===== config.mk =====
export PLATFORM = sky130hd
export DESIGN_NAME = avs_clock
export DESIGN_NICKNAME = d
export VERILOG_FILES = /design/src/rtl/avs_pkg.sv /design/src/rtl/avs_clock.sv
export SDC_FILE = /design/constraint.sdc
export NUM_CORES = 1
export LEC_CHECK = 0
export ABC_AREA = 1
export BUFFER_PORTS_ARGS = -buffer_cell sky130_fd_sc_hd__buf_2
export CORE_MARGIN = 2
export CORE_UTILIZATION = 50
export CTS_CLUSTER_SIZE = 30
export DETAILED_ROUTE_END_ITERATION = 10
export MAX_ROUTING_LAYER = met4
export PLACE_DENSITY_LB_ADDON = 0.05
export SETUP_SLACK_MARGIN = 0.15
export SLEW_MARGIN = 15
export SYNTH_ARGS = -nofsm -noshare
export SYNTH_HDL_FRONTEND = slang
export SYNTH_SLANG_ARGS = --single-unit

===== constraint.sdc =====
create_clock -name i_clk -period 5.1 [get_ports i_clk]
set_input_delay 0.765 -clock i_clk [delete_from_list [all_inputs] [get_ports i_clk]]
set_output_delay 0.765 -clock i_clk [all_outputs]
set_load 0.01 [all_outputs]

===== src/rtl/avs_pkg.sv =====
// Shared types and constants for the audio/video sync frame delay block.
// No dependencies; every other file in rtl/ depends on this package.
package avs_pkg;

    localparam int TICK_W  = 32;
    localparam int TICK_FR = 16;
    localparam int DEF_W   = 20;
    localparam int PTS_W   = 48;
    localparam int CLK_W   = 40;
    localparam int DELAY_W = 21;
    localparam int DIFF_W  = 41;
    localparam int PROD_W  = PTS_W - 1 + TICK_W - TICK_FR;

    localparam int CFG_IDX_W = 1;
    localparam logic [CFG_IDX_W-1:0] CFG_TICK    = 1'd0;
    localparam logic [CFG_IDX_W-1:0] CFG_DEFAULT = 1'd1;

    localparam logic [TICK_W-1:0] TICK_RESET    = 32'd65536;
    localparam logic [DEF_W-1:0]  DEFAULT_RESET = 20'd40000;

    localparam logic signed [DIFF_W-1:0] NEAR_US = 41'sd3000;
    localparam logic signed [DIFF_W-1:0] FAR_US  = 41'sd500000;
    localparam logic signed [DIFF_W-1:0] LOST_US = 41'sd10000000;

    // ceil(2^24 / 3): exact floor(x / 3) for any x below 2^22.
    localparam int DIV3_SH = 24;
    localparam logic [22:0] DIV3_M = 23'd5592406;

    typedef struct packed {
        logic             upd;
        logic [CLK_W-1:0] scaled;
        logic [CLK_W-1:0] audio;
    } t_scl;

    typedef struct packed {
        logic signed [DIFF_W-1:0] diff;
        logic                     gt_near;
        logic                     lt_near;
        logic                     ge_far;
        logic                     le_far;
        logic                     lost;
    } t_cls;

endpackage


===== src/rtl/avs_clock.sv =====
// Video clock register, audio minus video difference and its threshold flags.
// Depends on avs_pkg.
module avs_clock (
    input  logic          i_clk,
    input  logic          i_rst_n,
    input  logic          i_valid,
    output logic          o_ready,
    input  avs_pkg::t_scl i_data,
    output logic          o_valid,
    input  logic          i_ready,
    output avs_pkg::t_cls o_data
);
    import avs_pkg::*;

    logic [CLK_W-1:0] r_vc;
    logic             r_valid;
    t_cls             r_data;

    logic             w_fire;
    logic [CLK_W-1:0] n_vc;
    t_cls             n_data;

    assign o_ready = !r_valid || i_ready;
    assign w_fire  = i_valid && o_ready;
    assign n_vc    = i_data.upd ? i_data.scaled : r_vc;

    always_comb begin
        n_data.diff    = $signed({1'b0, i_data.audio}) - $signed({1'b0, n_vc});
        n_data.gt_near = n_data.diff > NEAR_US;
        n_data.lt_near = n_data.diff < -NEAR_US;
        n_data.ge_far  = n_data.diff >= FAR_US;
        n_data.le_far  = n_data.diff <= -FAR_US;
        n_data.lost    = (n_data.diff >= LOST_US) || (n_data.diff <= -LOST_US);
    end

    always_ff @(posedge i_clk) begin
        if (!i_rst_n) begin
            r_vc    <= '0;
            r_valid <= 1'b0;
        end else begin
            if (o_ready) begin
                r_valid <= i_valid;
            end
            if (w_fire) begin
                r_vc <= n_vc;
            end
        end
    end

    always_ff @(posedge i_clk) begin
        if (w_fire) begin
            r_data <= n_data;
        end
    end

    assign o_valid = r_valid;
    assign o_data  = r_data;

endmodule


# ---- Word-level counts from Yosys, hierarchy flattened
# Index checks and enable logic that the tools add are counted.
dict set report totals {
  ff_bits 87
  latch_bits 0
  ramBits 0
  rom_bits 0
  in_bits 85
  out_inout_bits 48
  elab_cells 20
  mem_count 0
}
dict set report classes {
  add_sub_neg 1
  mul 0
  div_mod_pow 0
  magnitude_cmp 6
  eq_ne 0
  shift 0
  muxes 1
  bitwise 0
  n_reduce_logical 4
}
# op count
set op_table {}
lappend op_table {{$ge A41 B20 Y1 const B} 1}
lappend op_table {{$ge A41 B25 Y1 const B} 1}
lappend op_table {{$gt A41 B13 Y1 const B} 1}
lappend op_table {{$le A41 B20 Y1 const B} 1}
lappend op_table {{$le A41 B25 Y1 const B} 1}
lappend op_table {{$lt A41 B13 Y1 const B} 1}
lappend op_table {{$sub A40 B40 Y41} 1}
lappend op_table {{$mux W40} 1}
lappend op_table {{$logic_or A1 B1 Y1} 2}
lappend op_table {{$logic_and A1 B1 Y1} 1}
lappend op_table {{$logic_not A1 Y1} 1}

# ---- Longest topological paths before layout
dict set report logic_depth {
  word_depth 4
  mapped_depth 25
  depth_no_buf 23
}

# ---- Worst setup path before layout
# Ideal clock, no wire load.
dict set report synth_path {
  kind {input-to-reg}
  start {input i_data[80] (netlist bit)}
  end {register r_data (netlist bit o_data[0]) (data pin)}
  setup_ns 0.254
  arrival_time_ns 3.504
  required_ns 4.846
  slack_ns 1.342
  path_stages 25
  n_path_buf 2
  cell_sequence {clkbuf_1 clkbuf_1 nand2_1 o21ai_0 ha_1 inv_1 fa_1 nand2_1 nand3_1 nand3_1 nand2_1 nand2_1 nand2_2 nand2_2 nand2_1 nand2_1 nand2_2 nor2_1 nand2_1 nor2_2 inv_1 nor2_2 nand2_1 nand2_1 nand2_1}
}
# item line
set synth_lines {}
lappend synth_lines {{start, declared} avs_clock.sv:8} ;# input avs_pkg::t_scl i_data,
lappend synth_lines {{end signal, assigned} avs_clock.sv:52} ;# r_data <= n_data;
lappend synth_lines {{end, declared} avs_clock.sv:17} ;# t_cls r_data;

==> flow_summary.json <==
{
  "synthDistinctLibCells": 33,
  "setup_viol_count_final": 0,
  "leakage_nw": 4.88,
  "place_congestion": 0.942,
  "avgSynthCellArea_um2": 6.20,
  "p_per_area_nw_per_um2": 304,
  "dieWidth_um": 129,
  "cp-start-kind": "primary input",
  "ys_warn_count": 0,
  "fin_area_um2": 9110,
  "setup_slack_ns": 0.999,
  "grt_max_degree": 94,
  "drt_first_pass_iters": 7,
  "grt_pass1_vias": 7129,
  "stdcell_count": 1614,
  "hold_ws_ns": 0.450,
  "r2r-start": "r_vc[0]",
  "met2RoutedLength_um": 9330,
  "cts_resized": 0,
  "worstHoldStart": "r_vc[0]",
  "cts_setup_buffers": 0,
  "cts-buffers-inserted": 9,
  "post_dp_cell_area_um2": 8760,
  "synthTopCellsByCount": "nand2_1 (452), inv_1 (187), nor2_1 (162), nand3_1 (91), edfxtp_1 (46)",
  "drive_gt1_share_pct": 16.2,
  "cts-root-buf": "clkbuf_16",
  "cts-hold-fix-buffers": 0,
  "period_minus_slack_ns": 4.10,
  "rr_worst_depth": 19,
  "synth_seq_cells": 87,
  "yosys.area.top_type": "nand2_1",
  "worst_slew_margin_rel_pct": 38.3,
  "period_share_pct": 80.4,
  "mappedNetlistNets": 1395,
  "arrival_ns": 4.19,
  "dieArea_um2": 16800,
  "route.met3.wl_um": 1360,
  "antenna_found_initial": 0,
  "num_vias": 8182,
  "cts_tree": "built",
  "htree_levels": 3,
  "fill_cells": 1606,
  "clock_latency_ns": 0.35,
  "tightest_slew_ns": 0.926,
  "total_power_mw": 2.77,
  "synth.most_common_cell": "nand2_1",
  "drc": 0,
  "hold_end": "r_vc[0]",
  "viasPerCell": 5.07,
  "finalNetCount": 1524,
  "clockBufferDepth": 2,
  "fmax_mhz": 244,
  "n_antenna_cell": 0,
  "cts.sinks": 87,
  "die_y_um": 129,
  "cap_viol_max_count": 0,
  "final_util_pct": 59.5,
  "r2r_setup_slack_ns": 1.47,
  "wl_met1_um": 11300,
  "crit_path_max_fanout": 21,
  "groute.usage.overall_pct": 28.2,
  "start_util_pct": 51.4,
  "ir_drop_v": 0.000180,
  "synth_flop_cell": "edfxtp_1",
  "dr.first_iter.drc_count": 541,
  "maxSlewViolCount": 0,
  "yosys.area.top_type_share_pct": 21.6,
  "rsz0062_at_grt": "false",
  "post-place-ws_ns": 0.683,
  "wire_per_inst_um": 14.1,
  "grt_overflow": 0,
  "highest_layer": "met4",
  "rr_endpoint": "o_data[0]",
  "grt_pass1_wl_um": 35700,
  "report.final.hold_viol_count": 0,
  "clk_pin_slew_ns": 0.07,
  "path_class": "primary input to register",
  "io-pin-count": 133,
  "dp_cells": 1598,
  "fin_skew_ns": 0.00957,
  "synth-edff-count": 46,
  "whs_path_depth": 2,
  "syn_to_final_growth_pct": 15.8,
  "portBuffers": 132,
  "critPathCaptureType": "register",
  "setup_tns_ns": 0,
  "syn_area_um2": 7870,
  "min_path_type": "register to register",
  "outcome": "complete, no violations",
  "ys_seq_area_share_pct": 28.0,
  "synth_cells": 1269,
  "ant_nets": 0,
  "coreArea_um2": 15300,
  "rows": 45,
  "synthTopCellsByArea": "nand2_1 (22%), edfxtp_1 (18%), dfxtp_1 (10%)",
  "synth-async-reset-ratio_pct": 0,
  "required_ns": 5.19,
  "finalWirelength_um": 22700,
  "detailed_place_hpwl_um": 19100
}
## state kept, by name, summed over array words and instances (netlist names)
name,flops
o_valid,1
r_vc,40
o_data,46
## critical path: stages
cell	delay, ns
buf_2	0.29
o21ai_0	0.60
ha_1	0.26
inv_1	0.08
fa_1	0.46
nand3_1	0.18
nand2_2	0.12
nand2_1	0.09
nand2_2	0.12
nand2_1	0.16
nand3_2	0.12
a21oi_2	0.29
nand3_1	0.16
inv_1	0.08
nand3_1	0.07
nor2_1	0.16
nand2_1	0.07
nand2_1	0.06
nand2_1	0.05
## worst max-delay path by stage
| stage | startpoint | end | depth (start not counted) |
|---|---|---|---|
| floorplan | i_data[80] | o_data[0] | 25 |
| global placement | i_data[80] | o_data[0] | 19 |
| detailed placement | i_data[80] | o_data[0] | 19 |
| CTS | i_data[80] | o_data[0] | 19 |
| global route | i_data[80] | o_data[0] | 19 |
| finish | i_data[80] | o_data[0] | 19 |
## cell families after synthesis
family	after synthesis	synth area share [%]
and+or+nand+nor	786	42.1
buffers and inverters	219	10.5
AOI/OAI and AO/OA	96	7.74
DFF	87	28.0
adders and majority gates	41	6.61
muxes	39	4.96
xor gates and xnor gates	1	0.111
## placed cells by master (no fill, tap or decap), types with 33 or more instances in the layout
cell type  instances
nand3_1           91
edfxtp_1          46
nand2_1          452
a211oi_1          39
ha_1              40
nand2_2           33
buf_2            132
nor2_1           162
inv_1            187
mux2i_1           39
dfxtp_1           41
## power by group
part           internal [mW]  switching [mW]  total (mW)
clock network          0.485           0.285       0.771
registers              0.839          0.0215       0.861
logic                  0.361           0.779        1.14
total                   1.69            1.09        2.77
## cell type report
cell class	instances	area (um2)	share of cell area, %
clock buffer	9	225	2.47
clock inverter	7	126	1.39
inverter	201	757	8.31
multi-input combinational	963	4850	53.2
sequential	87	2200	24.2
tap	211	264	2.90
timing repair buffer	136	691	7.58
## layer usage
layer / vias up / track usage (%)
met5: - / -
met2: 264 / 40.1
met1: 3577 / 40.6
li1: 4288 / -
met4: 0 / 11.3
met3: 53 / 3.30
Note: power is estimated with default switching activity, not from simulation.
