$ cat src/rtl/avs_pkg.sv
// Shared types and constants for the audio/video sync frame delay block.
// No dependencies; every other file in rtl/ depends on this package.
package avs_pkg;

    localparam int TICK_W  = 32;
    localparam int TICK_FR = 16;
    localparam int DEF_W   = 20;
    localparam int PTS_W   = 48;
    localparam int CLK_W   = 40;
    localparam int DELAY_W = 21;
    localparam int DIFF_W  = 41;
    localparam int PROD_W  = PTS_W - 1 + TICK_W - TICK_FR;

    localparam int CFG_IDX_W = 1;
    localparam logic [CFG_IDX_W-1:0] CFG_TICK    = 1'd0;
    localparam logic [CFG_IDX_W-1:0] CFG_DEFAULT = 1'd1;

    localparam logic [TICK_W-1:0] TICK_RESET    = 32'd65536;
    localparam logic [DEF_W-1:0]  DEFAULT_RESET = 20'd40000;

    localparam logic signed [DIFF_W-1:0] NEAR_US = 41'sd3000;
    localparam logic signed [DIFF_W-1:0] FAR_US  = 41'sd500000;
    localparam logic signed [DIFF_W-1:0] LOST_US = 41'sd10000000;

    // ceil(2^24 / 3): exact floor(x / 3) for any x below 2^22.
    localparam int DIV3_SH = 24;
    localparam logic [22:0] DIV3_M = 23'd5592406;

    typedef struct packed {
        logic             upd;
        logic [CLK_W-1:0] scaled;
        logic [CLK_W-1:0] audio;
    } t_scl;

    typedef struct packed {
        logic signed [DIFF_W-1:0] diff;
        logic                     gt_near;
        logic                     lt_near;
        logic                     ge_far;
        logic                     le_far;
        logic                     lost;
    } t_cls;

endpackage

$ cat src/rtl/avs_scale.sv
// Timestamp scaling pipeline: input register, partial products, sum and saturate.
// Depends on avs_pkg.
module avs_scale (
    input  logic                          i_clk,
    input  logic                          i_rst_n,
    input  logic [avs_pkg::TICK_W-1:0]    i_tick,
    input  logic                          i_valid,
    output logic                          o_ready,
    input  logic                          i_has_pts,
    input  logic [avs_pkg::PTS_W-1:0]     i_pts,
    input  logic [avs_pkg::CLK_W-1:0]     i_audio,
    output logic                          o_valid,
    input  logic                          i_ready,
    output avs_pkg::t_scl                 o_data
);
    import avs_pkg::*;

    logic              r_a_valid;
    logic              r_a_pos;
    logic [PTS_W-2:0]  r_a_p;
    logic [CLK_W-1:0]  r_a_audio;
    logic              r_b_valid;
    logic              r_b_pos;
    logic [PROD_W-1:0] r_b_hi;
    logic [PTS_W-2:0]  r_b_lo;
    logic [CLK_W-1:0]  r_b_audio;
    logic              r_c_valid;
    t_scl              r_c_data;

    logic              w_rdy_a;
    logic              w_rdy_b;
    logic              w_rdy_c;
    logic              n_a_pos;
    logic [PROD_W-1:0] n_b_hi;
    logic [PROD_W-1:0] w_lo_full;
    logic [PROD_W-1:0] w_sum;
    t_scl              n_c_data;

    assign w_rdy_c = !r_c_valid || i_ready;
    assign w_rdy_b = !r_b_valid || w_rdy_c;
    assign w_rdy_a = !r_a_valid || w_rdy_b;
    assign o_ready = w_rdy_a;

    // Only a present, nonzero, positive timestamp can move the video clock.
    assign n_a_pos = i_has_pts && (i_pts != '0) && !i_pts[PTS_W-1];

    // The Q16.16 factor is split into integer and fraction halves.
    assign n_b_hi    = PROD_W'(r_a_p) * PROD_W'(i_tick[TICK_W-1:TICK_FR]);
    assign w_lo_full = PROD_W'(r_a_p) * PROD_W'(i_tick[TICK_FR-1:0]);

    always_comb begin
        w_sum           = r_b_hi + PROD_W'(r_b_lo);
        n_c_data.upd    = r_b_pos && (w_sum != '0);
        n_c_data.scaled = (|w_sum[PROD_W-1:CLK_W]) ? '1 : w_sum[CLK_W-1:0];
        n_c_data.audio  = r_b_audio;
    end

    always_ff @(posedge i_clk) begin
        if (!i_rst_n) begin
            r_a_valid <= 1'b0;
            r_b_valid <= 1'b0;
            r_c_valid <= 1'b0;
        end else begin
            if (w_rdy_a) begin
                r_a_valid <= i_valid;
            end
            if (w_rdy_b) begin
                r_b_valid <= r_a_valid;
            end
            if (w_rdy_c) begin
                r_c_valid <= r_b_valid;
            end
        end
    end

    always_ff @(posedge i_clk) begin
        if (w_rdy_a && i_valid) begin
            r_a_pos   <= n_a_pos;
            r_a_p     <= i_pts[PTS_W-2:0];
            r_a_audio <= i_audio;
        end
        if (w_rdy_b && r_a_valid) begin
            r_b_pos   <= r_a_pos;
            r_b_hi    <= n_b_hi;
            r_b_lo    <= w_lo_full[PROD_W-1:TICK_FR];
            r_b_audio <= r_a_audio;
        end
        if (w_rdy_c && r_b_valid) begin
            r_c_data <= n_c_data;
        end
    end

    assign o_valid = r_c_valid;
    assign o_data  = r_c_data;

endmodule

$ cat config.mk
export PLATFORM = sky130hd
export DESIGN_NAME = avs_scale
export DESIGN_NICKNAME = d
export VERILOG_FILES = /design/src/rtl/avs_pkg.sv /design/src/rtl/avs_scale.sv
export SDC_FILE = /design/constraint.sdc
export NUM_CORES = 2
export LEC_CHECK = 0
export ABC_AREA = 1
export CAP_MARGIN = 20
export CORE_MARGIN = 2
export CORE_UTILIZATION = 45
export CTS_CLUSTER_DIAMETER = 80
export DETAILED_ROUTE_END_ITERATION = 10
export DONT_BUFFER_PORTS = 1
export PLACE_DENSITY_LB_ADDON = 0.25
export SYNTH_ARGS = -nofsm -noshare
export SYNTH_HDL_FRONTEND = slang
export SYNTH_SLANG_ARGS = --single-unit
$ cat constraint.sdc
create_clock -name i_clk -period 7.25 [get_ports i_clk]
set_input_delay 0 -clock i_clk [delete_from_list [all_inputs] [get_ports i_clk]]
set_output_delay 0 -clock i_clk [all_outputs]
set_load 0.005 [all_outputs]
# Word level (Yosys, flattened, before mapping)

Index checks and enable logic that the tools add are counted.

$add $sub $neg: 1
$mul: 2
Reductions and logical operators: 16

Operators by type and width:

| operator           | number |
|---|---|
| $mul 47x16->63     | 2 |
| $add 63x47->63     | 1 |
| $reduce_bool 63->1 | 1 |
| $reduce_bool 48->1 | 1 |
| $reduce_or 23->1   | 1 |
| $logic_and 1x1->1  | 6 |
| $logic_not 1->1    | 4 |
| $logic_or 1x1->1   | 3 |

Flip-flop bits (word level): 323
Input port bits: 125
Output and inout bits: 83

# Depth between registers and ports, before layout

Depth in word-level cells: 5
Gate-level depth with buffers: 30

# Worst setup path after synthesis

No wires, ideal clock.

Path type: register -> register
Start point: register r_a_p[7]
End point: register r_b_hi[45], data pin
Arrival time: 5.566 ns
Required time: 6.985 ns
Setup slack: 1.418 ns
Cell stages (with the launch flop): 24
Path buffers: 1
Cells stage by stage: edfxtp_1 > clkbuf_1 > nand2_1 > fa_1 > inv_1 > fa_1 > inv_1 > fa_1 > inv_1 > fa_1 > fa_1 > inv_1 > fa_1 > inv_1 > ha_1 > a21oi_1 > o21ai_0 > a21oi_1 > nand2_1 > a21oi_1 > o21ai_0 > a21boi_0 > o21ai_0 > xor2_1

Word-level cells in the longest chain between the ends: 1

RTL lines:

| what                   | line            | source |
|---|---|---|
| from (decl)            | avs_scale.sv:20 | `logic [PTS_W-2:0] r_a_p;` |
| from (signal assigned) | avs_scale.sv:79 | `r_a_p <= i_pts[PTS_W-2:0];` |
| $mul 47x16->63         | avs_scale.sv:48 | `assign n_b_hi = PROD_W'(r_a_p) * PROD_W'(i_tick[TICK_W-1:TICK_FR]);` |
| via n_b_hi[45]         | avs_scale.sv:34 | `logic [PROD_W-1:0] n_b_hi;` |
| to (signal assigned)   | avs_scale.sv:84 | `r_b_hi <= n_b_hi;` |
| to (decl)              | avs_scale.sv:24 | `logic [PROD_W-1:0] r_b_hi;` |

The timed path passes the listed nets, and every way through them passes these cells.
A chain may end at the register's enable or synchronous reset.

# Worst setup path in the final report

Start point: register r_a_p[2]
End point: register r_b_hi[54], data pin

The elaborated chain is that of the path after synthesis.

==> impl_results.md <==
- Topmost layer with routed signal wires: met4
- Final count of hold timing violations: 0
- Metal3 WL: roughly 16000 um
- DR iter-0 viols: 4014
- Unrepaired setup endpoints after global routing: true
- Later-pin clock latency in the skew report: 0.64 ns
- Library cells used by synthesis: between 40 and 50
- Worst Clk Skew: 0.0435 ns
- Global routing usage summed across all routing layers: ~29%
- Number of sinks driven by the clock tree: about 320
- Std-Cell Core Area: 141000 um2
- Max-cap violation count: 0
- Worst path slowest cell: sky130_fd_sc_hd__edfxtp_1
- Routed via count: roughly 51000
- Share of layout cells above drive strength 1: about 3.1%
- I/O pin count: 208
- Last weighted congestion value of the routability-driven placer: 1.03
- Die X-Extent: approximately 380 um
- Sequential cell area fraction in the yosys report: 15.2%
- Gate count after technology mapping: approximately 8000
- Vias per std cell: 5.12
- Worst Max-Slew Pin Slew: roughly 1.1 ns
- Post-Layout Cell Count: roughly 10000
- Max-slew violation total from the final report: 0
- Routed metal-1 wire length: roughly 87000 um
- GR Overflow Total: 0
- Final core utilization: 49.1%
- Total clock buffers created by CTS: 40
- Setup TNS: 0 ns
- Share of the synthesized area in the top cell type: about two fifths
- Most common cell after layout, fill and taps aside: sky130_fd_sc_hd__nand2_1
- Final-report setup violation count: 0
- Worst Path Max Fanout: 18
- H-tree levels: 2
- Number of optimization iterations in the first detailed-route pass: 6
- Die outline area: between 100000 and 150000 um2
- Antenna-violating nets left: 0
- Synthesized area: about 64000 um2
- Met2 routed WL: around 96000 um
- Worst slack on hold paths: between 0.02 and 0.03 ns
- Hold Path Class: in2reg
- Type of the worst setup path: reg2reg
- Count of synthesis-stage warnings from yosys: 0
- TritonCTS clock tree: yes
- Post-detailed-route wirelength per cell: about 21 um
- Syn avg cell area: slightly below 8 um2
- Status: complete, no violations
- Total Nets Final: just under 10000
- Top library cells by usage in the layout, fill and taps aside: sky130_fd_sc_hd__nand2_1 (2330), sky130_fd_sc_hd__inv_1 (2321), sky130_fd_sc_hd__fa_1 (1256)
- Largest net degree at the start of global routing: 85
- Number of flip-flops and latches in the synthesized netlist: ~320
- Data arrival at the endpoint of the critical path: 7.43 ns
- Type of element capturing the critical path: flip-flop
- Max incr delay on CP: between 0.9 and 1 ns
- Cells after DPL: approximately 9700
- Relative area change from synthesis to final layout: 8.64%
- First-pass GRT wire length: between 300000 and 400000 um
- Number of buffer cells added on primary ports: 0
- Root buffer selected by CTS: sky130_fd_sc_hd__clkbuf_16
- Sum of net half-perimeters after detailed placement: about 160000 um
- Largest area contributor in the synthesized netlist: sky130_fd_sc_hd__fa_1
- Starting Density: between 40% and 50%
- Number of nets in the synthesized netlist: about 9700
- Vias in the first global route: ~55000
- Rows: 138
- Initial antenna violation count: 1
- Worst EP required: 7.60 ns
- Floorplan die height: between 300 and 400 um
- Residual DRC: 0
- Clock-pin slew of the registers on the worst-case setup and hold paths: approximately 0.06 ns
- CP most frequent cell: sky130_fd_sc_hd__fa_1
- Top post-synthesis cells by area: sky130_fd_sc_hd__fa_1 (39%), sky130_fd_sc_hd__edfxtp_1 (15%), sky130_fd_sc_hd__nand2_1 (14%)
- Period minus WS final: between 7 and 8 ns
- Maximum frequency from static timing analysis: between 100 and 150 MHz
- Nature of the critical path startpoint: flip-flop
- Number of buffers on the longest clock path: 3
- Total wire length: 205000 um
- Headroom to the max-slew limit: ~28%
- Period Utilization, post-route: 97.6%
- Ordered list of cells on the worst path: nand2_1 -> fa_1 -> fa_1 -> inv_1 -> fa_1 -> fa_1 -> fa_1 -> inv_1 -> fa_1 -> inv_1 -> ha_1 -> nand2_1 -> nor2_1 -> inv_1 -> nor2_1 -> and3_1 -> a21oi_1 -> o21ai_2 -> a21oi_1 -> o21ai_0 -> xor2_1
## flip-flops by register name (all words and copies together), names as in the netlist
register	count
r_a_audio	40
r_b_audio	40
o_valid	1
r_b_lo	47
r_b_pos	1
r_a_pos	1
r_b_valid	1
o_data	81
r_a_p	47
r_b_hi	63
r_a_valid	1
## cell type report
| cell class | count | area (um2) |
|---|---|---|
| fillers | 13800 | 71800 |
| clock buffers | 43 | 1010 |
| clock inverters | 29 | 324 |
| well taps | 1890 | 2360 |
| flip-flops and latches | 323 | 9670 |
| diodes | 1 | 2.50 |
| multi-input cells | 5067 | 44200 |
| inverters | 2331 | 8760 |
| repair buffers | 286 | 2920 |
## through the flow
| step | setup WS, ns | instance area, um2 |
|---|---|---|
| 2_1_floorplan | 1.42 | 63800 |
| 3_3_place_gp | -0.0369 | 66200 |
| 3_5_place_dp | -0.0410 | 66200 |
| 4_1_cts | 0.0250 | 69100 |
| 5_1_grt | -0.0918 | 69300 |
| 6_report | 0.175 | 69300 |
## logic make-up (layout without fill, tap and decap cells)
| logic type | count (synthesis) | in the layout | synth area share (%) |
|---|---|---|---|
| adder cells (fa/ha/maj) | 1570 | 1570 | 45.6 |
| other | 0 | 1 | 0 |
| AO/OA/AOI/OAI | 426 | 426 | 3.66 |
| buffers and inverters | 2635 | 2689 | 15.5 |
| XOR/XNOR | 128 | 128 | 1.76 |
| flip-flops | 323 | 323 | 15.2 |
| AND/OR/NAND/NOR | 2943 | 2943 | 18.3 |
## worst max-delay path, delay by kind of cell, from the launching register on
kind            cells  cell delay, ns
xor+xnor            1            0.43
flops               1            0.96
buf+inv             4            0.23
compound gates      4            1.00
simple gates        5            0.93
fa+ha+maj           7            3.24
## path summary, 6_finish.rpt
check                              startpoint       endpoint  slack (ns)  depth (start not counted)
worst min-delay path              i_audio[17]  r_a_audio[17]        0.03                          1
worst max-delay path                 r_a_p[2]     r_b_hi[54]        0.18                         21
worst max register to register       r_a_p[2]     r_b_hi[54]        0.18                         21
worst min register to register  r_a_audio[35]  r_b_audio[35]        0.42                          0
## layer usage
layer  up-vias  GRT usage (%)
met5         -              0
met4         0           9.00
met3       374           4.90
met2      2094           47.4
met1     25600           39.0
li1      23000              -
## cells in the mapped netlist, drive strengths merged
library cell	instances
a2111oi	1
a211oi	2
a21boi	7
a21o	5
a21oi	229
a221oi	1
a311oi	1
a31oi	33
a41oi	1
and2	7
and3	9
buf	84
clkbuf	220
clkinv	1
dfxtp	3
edfxtp	320
fa	1256
ha	314
inv	2330
nand2	2341
nand3	127
nand3b	11
nand4	37
nor2	337
nor3	40
nor3b	1
nor4	24
o2111ai	3
o211a	1
o211ai	5
o21a	19
o21ai	106
o21bai	9
o221ai	1
o31ai	2
or2	9
xnor2	59
xor2	69
## timing repair
| action | in CTS | in global routing |
|---|---|---|
| gates resized for setup | 0 | 5 |
| endpoints found under the setup margin | 3 | 7 |
| hold buffers | 153 | 0 |
| endpoints found under the hold margin | 146 | 0 |
| setup buffers | 11 | 12 |
Power is not shown: default switching activity piles up to over one toggle a cycle in this logic, so the estimate is an artifact.
