File: config.mk
export PLATFORM = sky130hd
export DESIGN_NAME = avs_delay
export DESIGN_NICKNAME = d
export VERILOG_FILES = /design/src/rtl/avs_pkg.sv /design/src/rtl/avs_delay.sv
export SDC_FILE = /design/constraint.sdc
export NUM_CORES = 1
export LEC_CHECK = 0
export BUFFER_PORTS_ARGS = -buffer_cell sky130_fd_sc_hd__buf_2
export CAP_MARGIN = 30
export CORE_ASPECT_RATIO = 0.75
export CORE_MARGIN = 3
export CORE_UTILIZATION = 58
export CTS_CLUSTER_DIAMETER = 100
export DETAILED_ROUTE_END_ITERATION = 7
export PLACE_DENSITY = 0.82
export SYNTH_ARGS = -nofsm -noshare
export SYNTH_HDL_FRONTEND = slang
export SYNTH_SLANG_ARGS = --single-unit
File: constraint.sdc
create_clock -name i_clk -period 8.4 [get_ports i_clk]
set_clock_uncertainty 0.1 [all_clocks]
set_input_delay 0.84 -clock i_clk [delete_from_list [all_inputs] [get_ports i_clk]]
set_output_delay 0.84 -clock i_clk [all_outputs]
set_load 0.01 [all_outputs]
File: src/rtl/avs_pkg.sv
// Shared types and constants for the audio/video sync frame delay block.
// No dependencies; every other file in rtl/ depends on this package.
package avs_pkg;

    localparam int TICK_W  = 32;
    localparam int TICK_FR = 16;
    localparam int DEF_W   = 20;
    localparam int PTS_W   = 48;
    localparam int CLK_W   = 40;
    localparam int DELAY_W = 21;
    localparam int DIFF_W  = 41;
    localparam int PROD_W  = PTS_W - 1 + TICK_W - TICK_FR;

    localparam int CFG_IDX_W = 1;
    localparam logic [CFG_IDX_W-1:0] CFG_TICK    = 1'd0;
    localparam logic [CFG_IDX_W-1:0] CFG_DEFAULT = 1'd1;

    localparam logic [TICK_W-1:0] TICK_RESET    = 32'd65536;
    localparam logic [DEF_W-1:0]  DEFAULT_RESET = 20'd40000;

    localparam logic signed [DIFF_W-1:0] NEAR_US = 41'sd3000;
    localparam logic signed [DIFF_W-1:0] FAR_US  = 41'sd500000;
    localparam logic signed [DIFF_W-1:0] LOST_US = 41'sd10000000;

    // ceil(2^24 / 3): exact floor(x / 3) for any x below 2^22.
    localparam int DIV3_SH = 24;
    localparam logic [22:0] DIV3_M = 23'd5592406;

    typedef struct packed {
        logic             upd;
        logic [CLK_W-1:0] scaled;
        logic [CLK_W-1:0] audio;
    } t_scl;

    typedef struct packed {
        logic signed [DIFF_W-1:0] diff;
        logic                     gt_near;
        logic                     lt_near;
        logic                     ge_far;
        logic                     le_far;
        logic                     lost;
    } t_cls;

endpackage

File: src/rtl/avs_delay.sv
// Frame delay adaptation with the kept delay register and the result register.
// Depends on avs_pkg.
module avs_delay (
    input  logic                        i_clk,
    input  logic                        i_rst_n,
    input  logic [avs_pkg::DEF_W-1:0]   i_default,
    input  logic                        i_valid,
    output logic                        o_ready,
    input  avs_pkg::t_cls               i_data,
    output logic                        o_valid,
    input  logic                        i_ready,
    output logic [avs_pkg::DELAY_W-1:0] o_delay,
    output logic [avs_pkg::DIFF_W-1:0]  o_diff
);
    import avs_pkg::*;

    // floor(x / 3) for 22-bit x by a reciprocal multiply.
    function automatic logic [DELAY_W:0] f_div3(input logic [DELAY_W:0] x);
        logic [DELAY_W+24:0] p;
        p = (DELAY_W+25)'(x) * (DELAY_W+25)'(DIV3_M);
        return p[DIV3_SH+DELAY_W:DIV3_SH];
    endfunction

    logic [DELAY_W-1:0] r_frame_delay;
    logic [DELAY_W-1:0] r_def23;
    logic               r_valid;
    logic [DELAY_W-1:0] r_delay;
    logic [DIFF_W-1:0]  r_diff;

    logic               w_fire;
    logic [DELAY_W-1:0] w_def2;
    logic [DELAY_W:0]   w_dn;
    logic [DELAY_W+1:0] w_up3;
    logic [DELAY_W:0]   w_adapt;
    logic [DELAY_W-1:0] w_clamped;
    logic [DELAY_W-1:0] n_delay;
    logic [DELAY_W:0]   w_def23_full;

    assign o_ready = !r_valid || i_ready;
    assign w_fire  = i_valid && o_ready;
    assign w_def2  = {i_default, 1'b0};
    assign w_def23_full = f_div3({1'b0, w_def2});

    always_comb begin
        w_dn    = f_div3({r_frame_delay, 1'b0});
        w_up3   = {1'b0, r_frame_delay, 1'b0} + {2'b00, r_frame_delay};
        w_adapt = i_data.gt_near ? w_dn : w_up3[DELAY_W+1:1];

        // Pull the adapted delay back into half to twice the default.
        if ({w_adapt, 1'b0} < {2'b00, i_default}) begin
            w_clamped = r_def23;
        end else if (w_adapt > {1'b0, w_def2}) begin
            w_clamped = w_def2;
        end else begin
            w_clamped = w_adapt[DELAY_W-1:0];
        end

        n_delay = (i_data.gt_near || i_data.lt_near) ? w_clamped : r_frame_delay;
        if (i_data.ge_far) begin
            n_delay = '0;
        end else if (i_data.le_far) begin
            n_delay = w_def2;
        end
        if (i_data.lost) begin
            n_delay = DELAY_W'(i_default);
        end
    end

    always_ff @(posedge i_clk) begin
        if (!i_rst_n) begin
            r_frame_delay <= '0;
            r_valid       <= 1'b0;
        end else begin
            if (o_ready) begin
                r_valid <= i_valid;
            end
            if (w_fire) begin
                r_frame_delay <= n_delay;
            end
        end
    end

    always_ff @(posedge i_clk) begin
        r_def23 <= w_def23_full[DELAY_W-1:0];
        if (w_fire) begin
            r_delay <= n_delay;
            r_diff  <= i_data.diff;
        end
    end

    assign o_valid = r_valid;
    assign o_delay = r_delay;
    assign o_diff  = r_diff;

endmodule

Word-level counts from Yosys, hierarchy flattened:

Index checks and enable logic that the tools add are counted.

* multiply operators: 2
* $add $sub $neg: 1
* magnitude comparators: 2
* reduce and logical (&&, ||, !) cells: 4
* muxes and demuxes: 7

Operators by type and width (number)
* two-way mux 21 bit: 6
* multiplier 21 x 22 -> 43 bit (second input constant): 1
* multiplier 20 x 22 -> 42 bit (second input constant): 1
* adder 22 x 21 -> 23 bit: 1
* < comparator 23 x 20 -> 1 bit: 1
* > comparator 22 x 21 -> 1 bit: 1
* two-way mux 22 bit: 1
* logical OR 1 bit: 2
* logical AND 1 bit: 1
* logical NOT 1 bit: 1

* word-level logic and storage cells: 21
* bits in registers: 104
* output and inout port bits: 64
* bits of input ports: 70

Depth between registers and ports, before layout:

Gate-level depths: netlist of run 1.

* depth after elaboration: 9
* gate-level depth with buffers: 39
* gate-level depth less buffers: 37

Least setup slack after synthesis of run 1:

No wires, ideal clock.

* path kind: reg2reg
* start point: reg r_frame_delay[8]
* end point: reg r_frame_delay[17]
* stages on the path, launching flop included: 37
* buffers on the path: 2
* path slack: 4 ps
* data required time: 8058 ps
* setup time: 242 ps
* arrival time: 8053 ps
* clock period less this slack: 8396 ps
* cells stage by stage: dfxtp_1 > ha_1 > inv_1 > fa_1 > inv_1 > xnor2_1 > ha_1 > o21bai_1 > inv_1 > fa_1 > inv_1 > fa_1 > inv_1 > fa_1 > inv_1 > fa_1 > ha_1 > buf_2 > and2_1 > nand4_1 > or2_0 > a2111o_1 > nand4_1 > a211oi_1 > or3_1 > ha_1 > a21o_1 > a21oi_1 > o21ai_0 > a31oi_1 > nand2_1 > a21oi_1 > buf_2 > nor2_1 > a2111o_1 > o21ai_0 > a31oi_1

* cells in the longest elaborated chain, start to end: 9
* elaborated cells on any way between the ends: 11
* classes of those cells: 1 x add/sub; 1 x mul; 2 x order compare; 7 x mux

Ends and longest elaborated chain
* from (decl): RTL line avs_delay.sv:24 `logic [DELAY_W-1:0] r_frame_delay;`
* from (signal assigned): RTL line avs_delay.sv:78 `r_frame_delay <= n_delay;`
* multiplier 21 x 22 -> 43 bit / adder 22 x 21 -> 23 bit (equally long branches): RTL line avs_delay.sv:20, avs_delay.sv:46
* two-way mux 22 bit (*): RTL line avs_delay.sv:47 `w_adapt = i_data.gt_near ? w_dn : w_up3[DELAY_W+1:1];`
* > comparator 22 x 21 -> 1 bit: RTL line avs_delay.sv:52 `end else if (w_adapt > {1'b0, w_def2}) begin`
* two-way mux 21 bit: RTL line avs_delay.sv:52
* two-way mux 21 bit (*): RTL line avs_delay.sv:50 `if ({w_adapt, 1'b0} < {2'b00, i_default}) begin`
* two-way mux 21 bit (*): RTL line avs_delay.sv:58 `n_delay = (i_data.gt_near || i_data.lt_near) ? w_clamped : r_frame_delay;`
* two-way mux 21 bit (*): RTL line avs_delay.sv:61 `end else if (i_data.le_far) begin`
* two-way mux 21 bit (*): RTL line avs_delay.sv:59 `if (i_data.ge_far) begin`
* two-way mux 21 bit (*): RTL line avs_delay.sv:64 `if (i_data.lost) begin`

Every way passes the cells marked *; elsewhere a longest branch is shown, timed or not.
A chain may end at the register's enable or synchronous reset.

Final worst setup path of run 1:

* start point: reg r_frame_delay[14]
* end point: reg r_delay[7], in the netlist o_delay[7], data pin

* cells in the longest elaborated chain, start to end: 9
* elaborated cells on any way between the ends: 11
* classes of those cells: 1 x add/sub; 1 x mul; 2 x order compare; 7 x mux

Ends and longest elaborated chain
* multiplier 21 x 22 -> 43 bit / adder 22 x 21 -> 23 bit (equally long branches): RTL line avs_delay.sv:20, avs_delay.sv:46
* two-way mux 22 bit (*): RTL line avs_delay.sv:47
* > comparator 22 x 21 -> 1 bit: RTL line avs_delay.sv:52
* two-way mux 21 bit: RTL line avs_delay.sv:52
* two-way mux 21 bit (*): RTL line avs_delay.sv:50
* two-way mux 21 bit (*): RTL line avs_delay.sv:58
* two-way mux 21 bit (*): RTL line avs_delay.sv:61
* two-way mux 21 bit (*): RTL line avs_delay.sv:59
* two-way mux 21 bit (*): RTL line avs_delay.sv:64
* named net n_delay[7]: RTL line avs_delay.sv:36 `logic [DELAY_W-1:0] n_delay;`
* to (signal assigned): RTL line avs_delay.sv:86 `r_delay <= n_delay;`
* to (decl): RTL line avs_delay.sv:27 `logic [DELAY_W-1:0] r_delay;`

The timed path passes the listed nets; every way through them passes the cells marked *.

==> results of run 1 <==
## routing by layer
metal | GRT usage | part of all wire | vias up
met5 | 0 | 0.00086 | -
met4 | 0.0943 | 0.029 | 2
met3 | 0.0911 | 0.11 | 139
met2 | 0.520 | 0.43 | 883
met1 | 0.488 | 0.42 | 7920
li1 | - | - | 7342
## synthesized netlist by cell type, types with 16 or more instances
cell type  instances
a21o_1            46
ha_1             387
nor2_1            71
o211ai_1          16
a211oi_1          16
nand4_1           20
edfxtp_1          62
nand3_1           38
xnor2_1           37
fa_1             237
o21ai_0           71
xor2_1            20
dfxtp_1           42
inv_1            400
clkbuf_1          25
a31oi_1           35
nor3_1            22
a21oi_1           98
nand2_1           91
## worst max path at each step
stage | cells after the start | to | start
2_1_floorplan | 36 | r_frame_delay[17] | r_frame_delay[8]
3_3_place_gp | 36 | r_frame_delay[20] | r_frame_delay[15]
6_report | 33 | o_delay[7] | r_frame_delay[14]
4_1_cts | 38 | o_delay[19] | r_frame_delay[8]
5_1_grt | 32 | o_delay[7] | r_frame_delay[3]
3_5_place_dp | 28 | o_delay[6] | r_frame_delay[19]
## cell type report
class / instances / area (sq um)
Sequential cell: 104 / 2720
Timing Repair Buffer: 366 / 2510
Tap cell: 435 / 544
Fill cell: 2288 / 8890
Inverter: 401 / 1510
Clock buffer: 9 / 225
Multi-Input combinational cell: 1406 / 15100
Clock inverter: 7 / 91.3
Antenna cell: 1 / 2.50
## tightest hold or removal path, delay by kind of cell (launching register included)
family | cells | cell delay (ps)
simple gates | 1 | 120
flops | 1 | 330
compound gates | 1 | 90
## cells by family after synthesis
group | count (synthesis) | synth area share
AO/OA/AOI/OAI | 396 | 0.140
XOR/XNOR | 57 | 0.0266
adder cells (fa/ha/maj) | 624 | 0.511
buffers and inverters | 439 | 0.0889
flip-flops | 104 | 0.144
multiplexers | 15 | 0.00847
AND/OR/NAND/NOR | 313 | 0.0810
## cells in the final DEF (no fill, tap or decap), types with 58 or more instances in the layout
cell type  count
o21ai_0       58
fa_1         231
ha_1         369
edfxtp_1      62
a21oi_1       82
inv_1        391
nand2_1       89
nor2_1        58
buf_2        134
buf_4        207
## metrics by stage
stage               area, sq um  setup TNS [ps]
floorplan                 18800               0
global placement          21400           -9430
detailed placement        21400          -15910
CTS                       22100           -29.1
global route              22700          -16990
finish                    22700           -8810
## timing repair
action,CTS,global route
buffers inserted,10,12
gates resized for setup,83,110
hold buffers,0,0
pin swaps,59,75
gates cloned,0,2
setup endpoints to repair,42,42
## sequential cells by signal (all words and copies together) (netlist names)
register and cells:
o_delay 21, o_diff 41, o_valid 1, r_def23 20, r_frame_delay 21
==> impl_metrics.tcl, run 1 <==
set metrics [dict create \
    synth-seq-cells 104 \
    core_area_sq_um 31600 \
    grt_pass1_vias 16953 \
    drc_errors 0 \
    final_core_util 0.719 \
    worstPathArrival_ps 8760 \
    layoutNonFillerInstCount 2729 \
    grt_max_degree 50 \
    clk_latency_ps 370 \
    ioPinCount 134 \
    synth_edf_count 62 \
    crit_path_top_delay_cell "fa_1" \
    clock_sinks 104 \
    post-place-ws_ps -499 \
    syn_area_sq_um 18800 \
    vias_per_cell 5.97 \
    async_flop_share 0 \
    avgRoutedWirePerCell_microns 21.6 \
    hold_viol_final 0 \
    fin_crit_ps 8700 \
    syn_to_final_growth_pct 21.0 \
    r2r_end "o_delay[7]" \
    die-height_microns 162 \
    period_share 1.04 \
    cp-end-kind "flip-flop" \
    relSlewSlack 0.434 \
    syn_nets 2642 \
    synth_top_area_share 0.258 \
    syn_area_per_cell_sq_um 9.63 \
    grt_overflow 0 \
    grt_pass1_wl_microns 91600 \
    cts-root-buf "clkbuf_16" \
    rows 56 \
    yosysWarnings 0 \
    cp.buffers_inverters 9 \
    die_x_microns 214 \
    critPathMaxFanout 5 \
    drt_first_iter_violations 1660 \
    first_pass_iters 6 \
    crit_required_ps 8470 \
    grt_antenna_before_repair 2 \
    placed_cells 2690 \
    num_vias 16286 \
    violations "negative setup slack" \
    wl_microns 59000 \
    die_area_sq_um 34600 \
    yosys.area.top_type "ha_1" \
    cts_tree "yes" \
    htreeDepth 3 \
    rsz0062_at_grt "true" \
    antenna_left 0 \
    slew_viol_final 0 \
    place_congestion 1.01 \
    setup_viol 42 \
    worstHoldEndpoint "o_valid" \
    cp-start-kind "flip-flop" \
    path_delay_family "adder cells" \
    min-delay-start "o_valid" \
    max_stage_delay_ps 540 \
    min_path_type "reg2reg" \
    start_util 0.594 \
    hold_ws_ps 483 \
    crit-reg2reg-launch "r_frame_delay[14]" \
    numPortBuffers 133 \
    seq_area_frac_synth 0.144 \
    crit_type "reg2reg" \
    synthesis.instances 1948 \
    outcome "finished with violations" \
    clockBufferDepth 2 \
    max_freq_ghz 0.115 \
    synthTopCellsByArea "ha_1 (26%), fa_1 (25%), edfxtp_1 (9.9%), inv_1 (8.0%), dfxtp_1 (4.5%)" \
    synthDistinctLibCells 76 \
    fin_nets 2982 \
    r2r_setup_slack_ps -300 \
    cts-buffers-inserted 9 \
    drive_gt1_frac 0.231 \
    maxCapViolations 0 \
    reg2reg_depth 33 \
    place_hpwl_microns 49000 \
    clk_pin_slew_ps 90 \
    worst_pin_slew_ps 842 \
    timing.final.ws_setup_ps -297 \
    min_path_cells 2 \
    synthFlopType "edfxtp_1" \
    grt_usage 0.343 \
]
Power of run 1 is left out: the tool's default activity adds up to more than one toggle a clock period on the data nets, which glitch-free logic cannot reach.
==> run 2, diff against run 1 <==
Settings changed: BUFFER_PORTS_ARGS -buffer_cell sky130_fd_sc_hd__buf_2 to -buffer_cell sky130_fd_sc_hd__clkbuf_2.
==> impl_metrics.tcl, run 2 (synthesized netlist as in run 1, its figures left out) <==
set metrics [dict create \
    clockBufferDepth 2 \
    drt_first_iter_violations 1592 \
    tns_ps -2970 \
    crit_type "reg2reg" \
    timing.final.ws_setup_ps -194 \
    mostFrequentLayoutCells "inv_1 (389), ha_1 (366), fa_1 (230)" \
    reg2reg_depth 32 \
    cp.depth 32 \
    drc_errors 0 \
    grt_pass1_wl_microns 91300 \
    setup_viol 36 \
    wl_microns 59000 \
    clk_latency_ps 360 \
    rows 56 \
    max_freq_ghz 0.116 \
    cp.buffers_inverters 6 \
    min-delay-start "o_valid" \
    htreeDepth 3 \
    die_x_microns 214 \
    die-height_microns 162 \
    cts_hold_buf 0 \
    cp-start-kind "flip-flop" \
    cp-startpoint "r_frame_delay[20]" \
    place_congestion 1.02 \
    place_hpwl_microns 49700 \
    numPortBuffers 133 \
    first_pass_iters 8 \
    met2_usage 0.518 \
    num_vias 16240 \
    clk_pin_slew_ps 80 \
    relSlewSlack 0.325 \
    grt_pass1_vias 16723 \
    period_share 1.02 \
    fin_crit_ps 8590 \
    cts_tree "yes" \
    crit-reg2reg-launch "r_frame_delay[20]" \
    grt_overflow 0 \
    grt_usage 0.345 \
    path_delay_family "adder cells" \
    grt_max_degree 62 \
    min_path_type "reg2reg" \
    grt_antenna_before_repair 0 \
    cp-end-kind "flip-flop" \
    largest_reg_flops 41 \
    grt_use_met1 0.489 \
    min_path_cells 2 \
    antenna_left 0 \
    avgRoutedWirePerCell_microns 21.5 \
    placed_cells 2691 \
    slew_viol_final 0 \
    final_common_cell "inv_1" \
    crit_required_ps 8390 \
    layoutNonFillerInstCount 2743 \
    violations "negative setup slack" \
    rsz0062_at_grt "true" \
    hold_ws_ps 479 \
    maxCapViolations 0 \
    outcome "finished with violations" \
    start_util 0.594 \
    worst_pin_slew_ps 1010 \
    syn_to_final_growth_pct 21.8 \
    worstPathArrival_ps 8590 \
    busiest_layer "met2" \
    clock_sinks 104 \
    cts-root-buf "clkbuf_16" \
    critPathMaxFanout 5 \
    die_area_sq_um 34600 \
    core_area_sq_um 31600 \
    drive_gt1_frac 0.238 \
    ioPinCount 134 \
    vias_per_cell 5.92 \
    crit_path_top_delay_cell "fa_2" \
    gr-usage-met3 0.104 \
    fin_nets 2997 \
    max_stage_delay_ps 540 \
    hold_viol_final 0 \
    antenna_cells 0 \
    cts-buffers-inserted 9 \
]
==> run 2: changes by cell type in the layout (fill, tap and decap cells not counted), moves of 4 or more <==
cell / change
buf_4: +20
clkbuf_2: +133
buf_2: -134
nor2_1: +4
buf_6: -7
a21oi_2: -5
a21oi_1: +4
ha_4: +5
==> run 2: worst paths after layout <==
path	slack, ps	endpoint
hold reg to reg	480	o_valid
setup / recovery	-190	o_delay[8]
hold / removal	480	o_valid
setup reg to reg	-190	o_delay[8]
==> run 2: tightest hold or removal path: cells and delay by family (launching register included) <==
kind / cells / cell delay (ps)
AO/OA/AOI/OAI: 1 / 90
flip-flops: 1 / 330
AND/OR/NAND/NOR: 1 / 110
==> run 2: layout make-up <==
type / count / area, sq um
clock buffer: 9 / 225
clock inverter: 7 / 86.3
fill: 2283 / 8740
inverter: 401 / 1510
multi-input combinational: 1405 / 15100
sequential: 104 / 2720
tap: 435 / 544
timing repair buffer: 382 / 2650
==> run 2: what timing repair did <==
item,CTS,global route
pin swaps,84,75
setup buffers,24,12
endpoints found under the setup margin,42,42
resized for setup,103,84
==> run 2: per-layer routing <==
metal | vias to the layer above | wire length (microns) | part of all wire
met5 | - | 0 | 0
met4 | 0 | 1700 | 0.029
met3 | 131 | 6690 | 0.11
met2 | 832 | 25400 | 0.43
met1 | 7902 | 25200 | 0.43
li1 | 7375 | - | -
==> run 2: stage by stage <==
step	worst slack (ps)	instance area (sq um)	utilization
detailed placement	-519	21400	0.679
CTS	3.62	22400	0.708
finish	-194	22900	0.723
floorplan	4.41	18800	-
global route	-454	22900	0.723
global placement	-389	21400	0.679
Power of run 2 is left out for the same reason.
==> run 3, diff against run 2 <==
Settings changed: MAX_ROUTING_LAYER from default to met4.
==> impl_metrics.tcl, run 3 (synthesized netlist as in run 1, its figures left out) <==
set metrics [dict create \
    largest_reg_flops 41 \
    maxCapViolations 0 \
    outcome "finished with violations" \
    max_freq_ghz 0.116 \
    place_congestion 1.07 \
    final_common_cell "inv_1" \
    critPathMaxFanout 4 \
    num_vias 16297 \
    crit_required_ps 8390 \
    die_x_microns 214 \
    slew_viol_final 0 \
    antenna_left 0 \
    crit_path_top_delay_cell "fa_2" \
    avgRoutedWirePerCell_microns 21.9 \
    cts-buffers-inserted 9 \
    placed_cells 2695 \
    fin_nets 2984 \
    reg2reg_depth 37 \
    wl_microns 59900 \
    cts_hold_buf 0 \
    timing.final.ws_setup_ps -241 \
    clk_pin_slew_ps 90 \
    cp-start-kind "flip-flop" \
    grt_overflow 0 \
    grt_pass1_vias 16914 \
    max_stage_delay_ps 560 \
    htreeDepth 3 \
    mostFrequentLayoutCells "inv_1 (392), ha_1 (369), fa_1 (232)" \
    grt_antenna_before_repair 1 \
    fin_crit_ps 8640 \
    core_area_sq_um 31600 \
    min_path_cells 2 \
    worstPathArrival_ps 8630 \
    syn_to_final_growth_pct 20.7 \
    clk_latency_ps 360 \
    hold_viol_final 0 \
    crit_type "reg2reg" \
    grt_pass1_wl_microns 93500 \
    layoutNonFillerInstCount 2731 \
    relSlewSlack 0.291 \
    grt_max_degree 59 \
    vias_per_cell 5.97 \
    die-height_microns 162 \
    cp-end-kind "flip-flop" \
    die_area_sq_um 34600 \
    setup_viol 39 \
    cp.buffers_inverters 7 \
    clock_sinks 104 \
    drc_errors 0 \
    cts-root-buf "clkbuf_16" \
    rsz0062_at_grt "true" \
    drive_gt1_frac 0.226 \
    clockBufferDepth 2 \
    cp.depth 37 \
    first_pass_iters 6 \
    place_hpwl_microns 50300 \
    numPortBuffers 133 \
    ioPinCount 134 \
    path_delay_family "adder cells" \
    min_path_type "reg2reg" \
    period_share 1.03 \
    crit_top_cell "inv_2" \
    rows 56 \
    start_util 0.594 \
    grt_usage 0.362 \
    drt_first_iter_violations 1681 \
    worst_pin_slew_ps 1060 \
    cts_tree "yes" \
    violations "negative setup slack" \
    hold_ws_ps 509 \
    post-place-ws_ps -584 \
]
run 3: metrics by stage:
| step | utilization | setup TNS [ps] | area, sq um |
|---|---|---|---|
| 6_report | 0.717 | -5810 | 22600 |
| 5_1_grt | 0.717 | -14560 | 22600 |
| 4_1_cts | 0.706 | 0 | 22300 |
| 3_5_place_dp | 0.679 | -18430 | 21500 |
| 3_3_place_gp | 0.678 | -13470 | 21400 |
| 2_1_floorplan | - | 0 | 18800 |
run 3: layer usage:
metal / GRT usage / vias to the layer above / share of wire
li1: - / 7344 / -
met1: 0.518 / 7924 / 0.44
met2: 0.529 / 872 / 0.43
met3: 0.0803 / 157 / 0.11
met4: 0.0811 / 0 / 0.030
met5: - / - / 0
run 3: cell type report:
cell class / instances / area, sq um
fillers: 2351 / 8950
multi-input cells: 1405 / 15100
clock inverters: 7 / 91.3
flip-flops and latches: 104 / 2720
clock buffers: 9 / 225
repair buffers: 369 / 2480
well taps: 435 / 544
diodes: 1 / 2.50
inverters: 401 / 1510
run 3: what timing repair did:
item | in CTS | in global routing
setup buffers | 14 | 5
pin swaps | 74 | 68
setup endpoints to repair | 42 | 42
gates cloned | 1 | 0
gates resized for setup | 97 | 63
run 3: worst register-to-register path, delay by kind of cell (launching register included):
kind	cells	cell delay, ps
mux	2	620
simple gates	10	1350
flops	1	380
fa+ha+maj	9	3760
compound gates	7	1280
buf+inv	7	490
xor+xnor	2	370
run 3: worst paths after layout:
kind,startpoint,end,slack (ps)
max,r_frame_delay[8],o_delay[8],-240
min,o_valid,o_valid,510
min reg2reg,o_valid,o_valid,510
max reg2reg,r_frame_delay[8],o_delay[8],-240
Power of run 3 is left out for the same reason.
